File: config.mk
export PLATFORM = sky130hd
export DESIGN_NAME = ordered_key_list_engine
export DESIGN_NICKNAME = d
export VERILOG_FILES = /design/src/hw/rtl/okle_pkg.sv /design/src/hw/rtl/okle_store.sv /design/src/hw/rtl/ordered_key_list_engine.sv
export SDC_FILE = /design/constraint.sdc
export NUM_CORES = 1
export LEC_CHECK = 0
export BUFFER_PORTS_ARGS = -buffer_cell sky130_fd_sc_hd__buf_2
export CORE_MARGIN = 5
export CORE_UTILIZATION = 49
export DETAILED_ROUTE_END_ITERATION = 12
export PLACE_DENSITY = 0.71
export SLEW_MARGIN = 15
export SYNTH_ARGS = -nofsm -noshare
export SYNTH_HDL_FRONTEND = slang
export SYNTH_HIERARCHICAL = 1
export SYNTH_SLANG_ARGS = --single-unit
File: constraint.sdc
create_clock -name clk -period 7.2 [get_ports clk]
set_clock_uncertainty 0.1 [all_clocks]
set_input_delay 2.16 -clock clk [delete_from_list [all_inputs] [get_ports clk]]
set_output_delay 2.16 -clock clk [all_outputs]
set_load 0.01 [all_outputs]
File: src/hw/rtl/okle_pkg.sv
package okle_pkg;

	// list geometry
	localparam int MAX_ENTRIES_DEF = 16;
	localparam int KEY_W           = 32;

	// request codes
	typedef logic [2:0] req_code_t;
	localparam req_code_t REQ_APPEND = 3'd0;
	localparam req_code_t REQ_DELETE = 3'd1;
	localparam req_code_t REQ_INSERT = 3'd2;
	localparam req_code_t REQ_READ   = 3'd3;
	localparam req_code_t REQ_CLEAR  = 3'd4;

	// status codes
	typedef logic [2:0] status_code_t;
	localparam status_code_t ST_DONE      = 3'd0;
	localparam status_code_t ST_NOT_FOUND = 3'd1;
	localparam status_code_t ST_EMPTY     = 3'd2;
	localparam status_code_t ST_FULL      = 3'd3;
	localparam status_code_t ST_BAD_INDEX = 3'd4;

endpackage

File: src/hw/rtl/okle_store.sv
module okle_store
	import okle_pkg::*;
#(
	parameter int DEPTH = MAX_ENTRIES_DEF,
	parameter int AW    = $clog2(DEPTH)
) (
	input  logic             clk,
	input  logic             wr_en,
	input  logic [AW-1:0]    wr_addr,
	input  logic [KEY_W-1:0] wr_data,
	input  logic             rd_en,
	input  logic [AW-1:0]    rd_addr,
	output logic [KEY_W-1:0] rd_data
);

	logic [KEY_W-1:0] mem [DEPTH];

	// single write port
	always_ff @(posedge clk) begin
		if (wr_en) begin
			mem[wr_addr] <= wr_data;
		end
	end

	// registered read port
	always_ff @(posedge clk) begin
		if (rd_en) begin
			rd_data <= mem[rd_addr];
		end
	end

endmodule

File: src/hw/rtl/ordered_key_list_engine.sv
// channel | signals                                                        | direction
// in      | in_valid, in_stall, req_type, match_key, new_key, read_index   | request word in
// out     | out_valid, out_stall, status, appended_instead, read_key,
//         | entry_count                                                    | result word out
//
// delete and insert search the store at one entry a cycle and then shift the
// tail at one entry a cycle.
// the single read and single write port of the key store set this pace.
// reset empties the list; the store itself is not cleared and needs no sweep.
// a new request is taken while a finished result waits under out_stall; its
// result is held back until the output register is free.
module ordered_key_list_engine
	import okle_pkg::*;
#(
	parameter int MAX_ENTRIES = MAX_ENTRIES_DEF
) (
	input  logic                    clk,
	input  logic                    arst_n,
	input  logic                    in_valid,
	output logic                    in_stall,
	input  logic [2:0]              req_type,
	input  logic signed [KEY_W-1:0] match_key,
	input  logic signed [KEY_W-1:0] new_key,
	input  logic [3:0]              read_index,
	output logic                    out_valid,
	input  logic                    out_stall,
	output logic [2:0]              status,
	output logic                    appended_instead,
	output logic signed [KEY_W-1:0] read_key,
	output logic [4:0]              entry_count
);

	localparam int AW = $clog2(MAX_ENTRIES);
	localparam int CW = $clog2(MAX_ENTRIES + 1);

	typedef enum logic [2:0] {
		S_IDLE,
		S_SEARCH,
		S_SHIFT_DN,
		S_SHIFT_UP,
		S_RD_WAIT,
		S_DONE
	} state_t;

	state_t           state_q;
	logic [CW-1:0]    len_q;
	logic [CW-1:0]    ptr_q;
	logic [CW-1:0]    pos_q;
	req_code_t        req_q;
	logic [KEY_W-1:0] mkey_q;
	logic [KEY_W-1:0] nkey_q;
	status_code_t     status_q;
	logic             app_q;
	logic [KEY_W-1:0] rkey_q;
	logic             pipe_s1;
	logic [AW-1:0]    pipe_idx_s1;

	logic             out_valid_q;
	status_code_t     res_status_q;
	logic             res_app_q;
	logic [KEY_W-1:0] res_rkey_q;
	logic [4:0]       res_count_q;

	logic             mem_we;
	logic [AW-1:0]    mem_waddr;
	logic [KEY_W-1:0] mem_wdata;
	logic             mem_re;
	logic [AW-1:0]    mem_raddr;
	logic [KEY_W-1:0] mem_rdata;

	logic             accept;
	logic             full;
	logic             empty;
	logic [CW+3:0]    idx_ext;
	logic [CW+3:0]    len_ext;
	logic             idx_ok;
	logic [CW+4:0]    cnt_ext;
	logic             hit;
	logic             miss;
	logic             out_free;

	assign in_stall = (state_q != S_IDLE);
	assign accept   = in_valid && !in_stall;
	assign full     = (len_q == CW'(MAX_ENTRIES));
	assign empty    = (len_q == '0);
	assign idx_ext  = (CW+4)'(read_index);
	assign len_ext  = (CW+4)'(len_q);
	assign idx_ok   = (idx_ext < len_ext);
	assign hit      = pipe_s1 && (mem_rdata == mkey_q);
	assign miss     = !pipe_s1 && (ptr_q == len_q);
	assign out_free = !out_valid_q || !out_stall;

	// count as seen after the current step, masked to the port width
	assign cnt_ext  = (CW+5)'(len_q);

	okle_store #(
		.DEPTH (MAX_ENTRIES),
		.AW    (AW)
	) u_store (
		.clk     (clk),
		.wr_en   (mem_we),
		.wr_addr (mem_waddr),
		.wr_data (mem_wdata),
		.rd_en   (mem_re),
		.rd_addr (mem_raddr),
		.rd_data (mem_rdata)
	);

	// store port control
	always_comb begin
		mem_we    = 1'b0;
		mem_waddr = '0;
		mem_wdata = '0;
		mem_re    = 1'b0;
		mem_raddr = '0;
		case (state_q)
			S_IDLE: begin
				if (accept) begin
					if (req_type == REQ_APPEND && !full) begin
						mem_we    = 1'b1;
						mem_waddr = len_q[AW-1:0];
						mem_wdata = match_key;
					end else if (req_type == REQ_INSERT && !full && empty) begin
						mem_we    = 1'b1;
						mem_waddr = '0;
						mem_wdata = new_key;
					end else if (req_type == REQ_READ && idx_ok) begin
						mem_re    = 1'b1;
						mem_raddr = idx_ext[AW-1:0];
					end
				end
			end
			S_SEARCH: begin
				if (ptr_q < len_q) begin
					mem_re    = 1'b1;
					mem_raddr = ptr_q[AW-1:0];
				end
			end
			S_SHIFT_DN: begin
				if (ptr_q < len_q) begin
					mem_re    = 1'b1;
					mem_raddr = ptr_q[AW-1:0];
				end
				if (pipe_s1) begin
					mem_we    = 1'b1;
					mem_waddr = pipe_idx_s1;
					mem_wdata = mem_rdata;
				end
			end
			S_SHIFT_UP: begin
				if (ptr_q > pos_q) begin
					mem_re    = 1'b1;
					mem_raddr = AW'(ptr_q - CW'(1));
				end
				if (pipe_s1) begin
					mem_we    = 1'b1;
					mem_waddr = pipe_idx_s1;
					mem_wdata = mem_rdata;
				end else if (ptr_q == pos_q) begin
					mem_we    = 1'b1;
					mem_waddr = pos_q[AW-1:0];
					mem_wdata = nkey_q;
				end
			end
			default: begin
			end
		endcase
	end

	// request sequencer and result register
	always_ff @(posedge clk or negedge arst_n) begin
		if (!arst_n) begin
			state_q      <= S_IDLE;
			len_q        <= '0;
			ptr_q        <= '0;
			pos_q        <= '0;
			req_q        <= REQ_APPEND;
			mkey_q       <= '0;
			nkey_q       <= '0;
			status_q     <= ST_DONE;
			app_q        <= 1'b0;
			rkey_q       <= '0;
			pipe_s1      <= 1'b0;
			pipe_idx_s1  <= '0;
			out_valid_q  <= 1'b0;
			res_status_q <= ST_DONE;
			res_app_q    <= 1'b0;
			res_rkey_q   <= '0;
			res_count_q  <= '0;
		end else begin
			// output word leaves
			if (out_valid_q && !out_stall) begin
				out_valid_q <= 1'b0;
			end
			case (state_q)
				S_IDLE: begin
					if (accept) begin
						req_q    <= req_type;
						mkey_q   <= match_key;
						nkey_q   <= new_key;
						status_q <= ST_DONE;
						app_q    <= 1'b0;
						rkey_q   <= '0;
						ptr_q    <= '0;
						pipe_s1  <= 1'b0;
						state_q  <= S_DONE;
						case (req_type)
							REQ_APPEND: begin
								if (full) begin
									status_q <= ST_FULL;
								end else begin
									len_q <= len_q + CW'(1);
								end
							end
							REQ_DELETE: begin
								if (empty) begin
									status_q <= ST_EMPTY;
								end else begin
									state_q <= S_SEARCH;
								end
							end
							REQ_INSERT: begin
								if (full) begin
									status_q <= ST_FULL;
								end else if (empty) begin
									len_q <= CW'(1);
								end else begin
									state_q <= S_SEARCH;
								end
							end
							REQ_READ: begin
								if (idx_ok) begin
									state_q <= S_RD_WAIT;
								end else begin
									status_q <= ST_BAD_INDEX;
								end
							end
							REQ_CLEAR: begin
								len_q <= '0;
							end
							default: begin
							end
						endcase
					end
				end
				S_SEARCH: begin
					// one read issued per cycle, compared in the cycle after
					pipe_s1     <= mem_re;
					pipe_idx_s1 <= ptr_q[AW-1:0];
					if (mem_re) begin
						ptr_q <= ptr_q + CW'(1);
					end
					if (hit || miss) begin
						pipe_s1 <= 1'b0;
					end
					if (hit) begin
						pos_q <= CW'(pipe_idx_s1);
						if (req_q == REQ_DELETE) begin
							ptr_q   <= CW'(pipe_idx_s1) + CW'(1);
							state_q <= S_SHIFT_DN;
						end else begin
							ptr_q   <= len_q;
							state_q <= S_SHIFT_UP;
						end
					end else if (miss) begin
						pos_q <= len_q;
						if (req_q == REQ_DELETE) begin
							status_q <= ST_NOT_FOUND;
							state_q  <= S_DONE;
						end else begin
							app_q   <= 1'b1;
							ptr_q   <= len_q;
							state_q <= S_SHIFT_UP;
						end
					end
				end
				S_SHIFT_DN: begin
					// move entries one step toward the head
					pipe_s1     <= mem_re;
					pipe_idx_s1 <= AW'(ptr_q - CW'(1));
					if (mem_re) begin
						ptr_q <= ptr_q + CW'(1);
					end
					if (ptr_q == len_q && !pipe_s1) begin
						len_q   <= len_q - CW'(1);
						state_q <= S_DONE;
					end
				end
				S_SHIFT_UP: begin
					// move entries one step toward the tail, then place the key
					pipe_s1     <= mem_re;
					pipe_idx_s1 <= ptr_q[AW-1:0];
					if (mem_re) begin
						ptr_q <= ptr_q - CW'(1);
					end
					if (ptr_q == pos_q && !pipe_s1) begin
						len_q   <= len_q + CW'(1);
						state_q <= S_DONE;
					end
				end
				S_RD_WAIT: begin
					rkey_q  <= mem_rdata;
					state_q <= S_DONE;
				end
				S_DONE: begin
					if (out_free) begin
						out_valid_q  <= 1'b1;
						res_status_q <= status_q;
						res_app_q    <= app_q;
						res_rkey_q   <= rkey_q;
						res_count_q  <= cnt_ext[4:0];
						state_q      <= S_IDLE;
					end
				end
				default: begin
					state_q <= S_IDLE;
				end
			endcase
		end
	end

	assign out_valid        = out_valid_q;
	assign status           = res_status_q;
	assign appended_instead = res_app_q;
	assign read_key         = res_rkey_q;
	assign entry_count      = res_count_q;

	// count never passes capacity
	a_len_bound: assert property (@(posedge clk) disable iff (!arst_n)
		len_q <= CW'(MAX_ENTRIES))
		else $error("list length beyond capacity");

	// a new output word only comes from the completion state
	a_out_src: assert property (@(posedge clk) disable iff (!arst_n)
		$rose(out_valid_q) |-> $past(state_q == S_DONE))
		else $error("output word loaded outside completion");

	// store writes stay inside the array
	a_wr_range: assert property (@(posedge clk) disable iff (!arst_n)
		mem_we |-> (CW'(mem_waddr) < CW'(MAX_ENTRIES)))
		else $error("store write out of range");

	// the read pipe is only live while walking the store
	a_pipe_ctx: assert property (@(posedge clk) disable iff (!arst_n)
		pipe_s1 |-> (state_q == S_SEARCH || state_q == S_SHIFT_DN ||
			state_q == S_SHIFT_UP))
		else $error("read pipe live outside a walk");

	// a shift never reads and writes the same entry in one cycle
	a_no_overlap: assert property (@(posedge clk) disable iff (!arst_n)
		(mem_we && mem_re) |-> (mem_waddr != mem_raddr))
		else $error("store read and write collide");

endmodule

==> flow_summary.html <==
<table>
<tr><th>Metric</th><th>Value</th></tr>
<tr><th colspan="2">Timing</th></tr>
<tr><td>Post-layout min period</td><td>5.18 ns</td></tr>
<tr><td>Fin Setup TNS</td><td>0 ns</td></tr>
<tr><td>Highest clock rate</td><td>0.193 GHz</td></tr>
<tr><td>Unrepaired setup endpoints after global routing</td><td>false</td></tr>
<tr><td>Relative slew slack</td><td>24.0%</td></tr>
<tr><td>Share of the clock period used by the worst path</td><td>71.9%</td></tr>
<tr><td>Final Hold Viols</td><td>0</td></tr>
<tr><td>Slew Viols, Final</td><td>0</td></tr>
<tr><td>Final setup fails</td><td>0</td></tr>
<tr><td>Transition at the pin with the smallest max-transition slack</td><td>1.13 ns</td></tr>
<tr><th colspan="2">Logic synthesis</th></tr>
<tr><td>Number of enable flip-flop cells after synthesis</td><td>544</td></tr>
<tr><td>Sequential element share of the synthesized area</td><td>70.3%</td></tr>
<tr><td>Synthesized cell area</td><td>29200 um2</td></tr>
<tr><td>Yosys cell types</td><td>72</td></tr>
<tr><td>Most common flop cell mapped by yosys</td><td>edfxtp_1</td></tr>
<tr><td>Flip-flop and latch count after synthesis</td><td>712</td></tr>
<tr><td>Net count of the mapped netlist</td><td>1948</td></tr>
<tr><td>Synthesized area divided by synthesized cell count</td><td>15.8 um2</td></tr>
<tr><td>Synth Instances</td><td>1854</td></tr>
<tr><td>Yosys warning total</td><td>6</td></tr>
<tr><td>Post-synth ARST share</td><td>23.6%</td></tr>
<tr><th colspan="2">Floorplan</th></tr>
<tr><td>Initial standard-cell utilization of the core</td><td>49.5%</td></tr>
<tr><td>Die extent in x</td><td>254 um</td></tr>
<tr><td>DIE HEIGHT</td><td>254 um</td></tr>
<tr><td>Die area</td><td>64600 um2</td></tr>
<tr><td>Standard-cell rows</td><td>89</td></tr>
<tr><td>Count of boundary I/O pins</td><td>118</td></tr>
<tr><td>Std-Cell Core Area</td><td>59000 um2</td></tr>
<tr><th colspan="2">Clocking</th></tr>
<tr><td>Worst-path clk slew</td><td>0.06 ns</td></tr>
<tr><td>Root Buffer Master</td><td>clkbuf_16</td></tr>
<tr><td>Post-CTS Hold Fix Bufs</td><td>0</td></tr>
<tr><td>Setup Fix Bufs, Post-CTS</td><td>0</td></tr>
<tr><td>Skew-Pair Late Insertion Delay</td><td>0.60 ns</td></tr>
<tr><td>Clock tree from TritonCTS</td><td>yes</td></tr>
<tr><td>Maximum clock path buffer count</td><td>3</td></tr>
<tr><td>Number of resized instances in the post-cts repair step</td><td>0</td></tr>
<tr><td>Depth of the CTS H-tree</td><td>3</td></tr>
<tr><td>Total CTS buffers</td><td>71</td></tr>
<tr><td>TritonCTS Sinks</td><td>712</td></tr>
<tr><th colspan="2">Finish</th></tr>
<tr><td>Inserted Diodes</td><td>0</td></tr>
<tr><td>Post-layout instance count excluding filler cells</td><td>2814</td></tr>
<tr><td>NumNets Final</td><td>2082</td></tr>
<tr><td>Number of filler cells placed in the layout</td><td>4435</td></tr>
<tr><td>Top library cells by usage in the layout, fill and taps aside</td><td>edfxtp_1 (544), nand2_1 (338), dfrtp_1 (168), mux4_2 (128), buf_2 (116)</td></tr>
<tr><td>Most common cell after layout, fill and taps aside</td><td>edfxtp_1</td></tr>
<tr><td>Layout overhead on the synthesized area</td><td>14.0%</td></tr>
<tr><td>Share of post-route cells with drive strength above 1</td><td>22.9%</td></tr>
<tr><th colspan="2">Route</th></tr>
<tr><td>Vias after detailed routing</td><td>17200</td></tr>
<tr><td>Iter 0 DRT Violations</td><td>1881</td></tr>
<tr><td>Antenna-violating nets left</td><td>0</td></tr>
<tr><td>Per-cell via count in the routed design</td><td>6.11</td></tr>
<tr><td>Average routed wire per standard cell</td><td>25.9 um</td></tr>
<tr><td>Drt total wl</td><td>73000 um</td></tr>
<tr><td>Drt first pass iters</td><td>5</td></tr>
<tr><td>Remaining design rule violation count</td><td>0</td></tr>
<tr><th colspan="2">Outcome</th></tr>
<tr><td>Result of the run</td><td>finished clean</td></tr>
<tr><th colspan="2">Global route</th></tr>
<tr><td>Wire length of the first global-routing pass</td><td>110000 um</td></tr>
<tr><td>Aggregate global routing overflow</td><td>0</td></tr>
<tr><td>Via count of the first global-routing pass</td><td>17300</td></tr>
<tr><td>Overall Global Routing Usage</td><td>22.5%</td></tr>
<tr><td>Pin count of the biggest net entering global routing</td><td>78</td></tr>
<tr><td>Number of antenna violations at the first check in global routing</td><td>0</td></tr>
<tr><th colspan="2">Placed design</th></tr>
<tr><td>Count of input and output buffers</td><td>117</td></tr>
<tr><td>Total instance count after detailed placement</td><td>2687</td></tr>
<tr><td>HPWL Detailed</td><td>44700 um</td></tr>
<tr><td>RD Place Congestion</td><td>0.947</td></tr>
<tr><th colspan="2">Worst setup path</th></tr>
<tr><td>CP Buf/Inv Count</td><td>2</td></tr>
<tr><td>Cell-by-cell trace of the critical path</td><td>buf_2 -&gt; ha_1 -&gt; a211oi_1 -&gt; o22ai_1 -&gt; nor3_2 -&gt; a221o_4 -&gt; buf_12 -&gt; mux4_2 -&gt; a22oi_1 -&gt; nand2_1</td></tr>
<tr><td>Kind of end point of the critical path</td><td>flip-flop</td></tr>
<tr><td>Kind of cell adding the most delay to the critical path</td><td>compound AO/OA/AOI/OAI gates</td></tr>
<tr><td>Largest fanout on the critical path</td><td>66</td></tr>
<tr><td>CP Data Arrival Time</td><td>5.41 ns</td></tr>
<tr><td>Startpoint types</td><td>primary input</td></tr>
<tr><td>Crit Path Class</td><td>primary input to flip-flop</td></tr>
<tr><td>CP max-delay cell</td><td>a221o_4</td></tr>
<tr><td>Data required time at the worst endpoint</td><td>7.44 ns</td></tr>
<tr><td>Peak per-stage delay on the critical path</td><td>0.66 ns</td></tr>
<tr><th colspan="2">Power</th></tr>
<tr><td>Leak Pwr</td><td>12.3 nW</td></tr>
<tr><td>Power after layout</td><td>13.1 mW</td></tr>
<tr><td>Max rail drop VDD</td><td>0.278 mV</td></tr>
<tr><td>Areal power density over the cells</td><td>393 nW/um2</td></tr>
<tr><th colspan="2">Hold path</th></tr>
<tr><td>Class of the tightest hold or removal check</td><td>flip-flop to flip-flop</td></tr>
<tr><th colspan="2">Run</th></tr>
<tr><td>Count of maximum capacitance violations</td><td>0</td></tr>
</table>
sequential cells by signal (all words and copies together) (netlist names):
| register | flops |
|---|---|
| out_valid | 1 |
| state_q | 3 |
| req_q | 3 |
| status_q | 3 |
| pipe_s1 | 1 |
| read_key | 32 |
| rkey_q | 32 |
| entry_count | 5 |
| pipe_idx_s1 | 4 |
| pos_q | 5 |
| mkey_q | 32 |
| len_q | 5 |
| appended_instead | 1 |
| u_store/rd_data | 32 |
| ptr_q | 5 |
| app_q | 1 |
| status | 3 |
| u_store/mem | 512 |
| nkey_q | 32 |
cells in the mapped netlist (8+ instances only):
library cell	n	area share [%]
nand2_1	339	4.4
xor2_1	11	0.33
xnor2_1	33	0.99
buf_2	13	0.22
a22oi_1	102	2.6
nand2b_1	8	0.17
nor2b_1	12	0.26
o21ai_1	46	0.79
o22ai_1	9	0.19
dfrtp_1	168	14
buf_1	10	0.13
nand3_1	41	0.70
buf_4	11	0.28
mux2_2	18	0.69
mux4_2	128	9.9
mux2_1	18	0.69
a21oi_1	20	0.34
nand4_1	12	0.26
clkbuf_1	72	0.92
inv_1	15	0.19
ha_1	19	0.81
mux2i_1	32	1.1
nor3_1	20	0.34
nor2_1	45	0.58
o21ai_0	15	0.26
edfxtp_1	544	56
routing by layer:
metal  part of all wire (%)  track usage [%]  wire [um]
met5                      0                0          0
met4                    2.6             6.66       1900
met1                     41             32.6      30000
met3                    8.6             4.06       6250
met2                     48             35.4      34800
final timing paths:
| kind | cells past startpoint | from | slack (ns) | to |
|---|---|---|---|---|
| setup reg to reg | 10 | ptr_q[0] | 2.64 | u_store/mem[15][11] |
| min in group asynchronous | 1 | arst_n | 1.49 | ptr_q[4] |
| hold / removal | 2 | nkey_q[8] | 0.38 | nkey_q[8] |
| hold reg to reg | 2 | nkey_q[8] | 0.38 | nkey_q[8] |
| setup / recovery | 10 | read_index[2] | 2.02 | u_store/rd_data[22] |
| max in group asynchronous | 2 | arst_n | 4.13 | read_key[13] |
worst reg2reg max path: stages (launching register included):
cell,delay [ns]
dfrtp_1,0.63
inv_1,0.20
ha_1,0.32
and3_1,0.28
nand2b_1,0.18
nor2_2,0.11
buf_4,0.43
a221o_1,0.45
nand2_1,0.32
nor2_4,0.82
buf_4,0.41
metrics by stage:
step	worst slack (ns)	hold WS (ns)	utilization, %	area [um2]
after detailed placement	1.49	0.364	52.5	31000
final	2.02	0.379	56.4	33300
after global routing	1.88	0.401	56.4	33300
after global placement	1.40	0.358	52.4	30900
after floorplan	0.834	0.347	-	29200
after CTS	2.11	0.379	56.3	33300
power by group:
part	total [mW]	switching [mW]	internal (mW)
Sequential	5.64	0.529	5.11
Combinational	3.78	2.21	1.57
Clock	3.68	1.53	2.15
cell families (layout without fill, tap and decap cells):
logic type | Yosys count | in the layout | share of synthesized area [%]
compound gates | 249 | 249 | 5.86
xor+xnor | 44 | 44 | 1.32
fa+ha+maj | 19 | 19 | 0.813
buf+inv | 124 | 311 | 1.79
flops | 712 | 712 | 70.3
mux | 196 | 196 | 12.3
simple gates | 510 | 510 | 7.61
area by class of cell:
| class | count | area (um2) | share of cell area [%] |
|---|---|---|---|
| clock inverters | 42 | 429 | 1.29 |
| repair buffers | 167 | 1040 | 3.13 |
| inverters | 18 | 67.6 | 0.203 |
| multi-input cells | 1018 | 8400 | 25.2 |
| flip-flops and latches | 712 | 20500 | 61.7 |
| clock buffers | 84 | 1870 | 5.61 |
| well taps | 773 | 967 | 2.90 |
No activity file was read; power rests on OpenSTA's default activity.
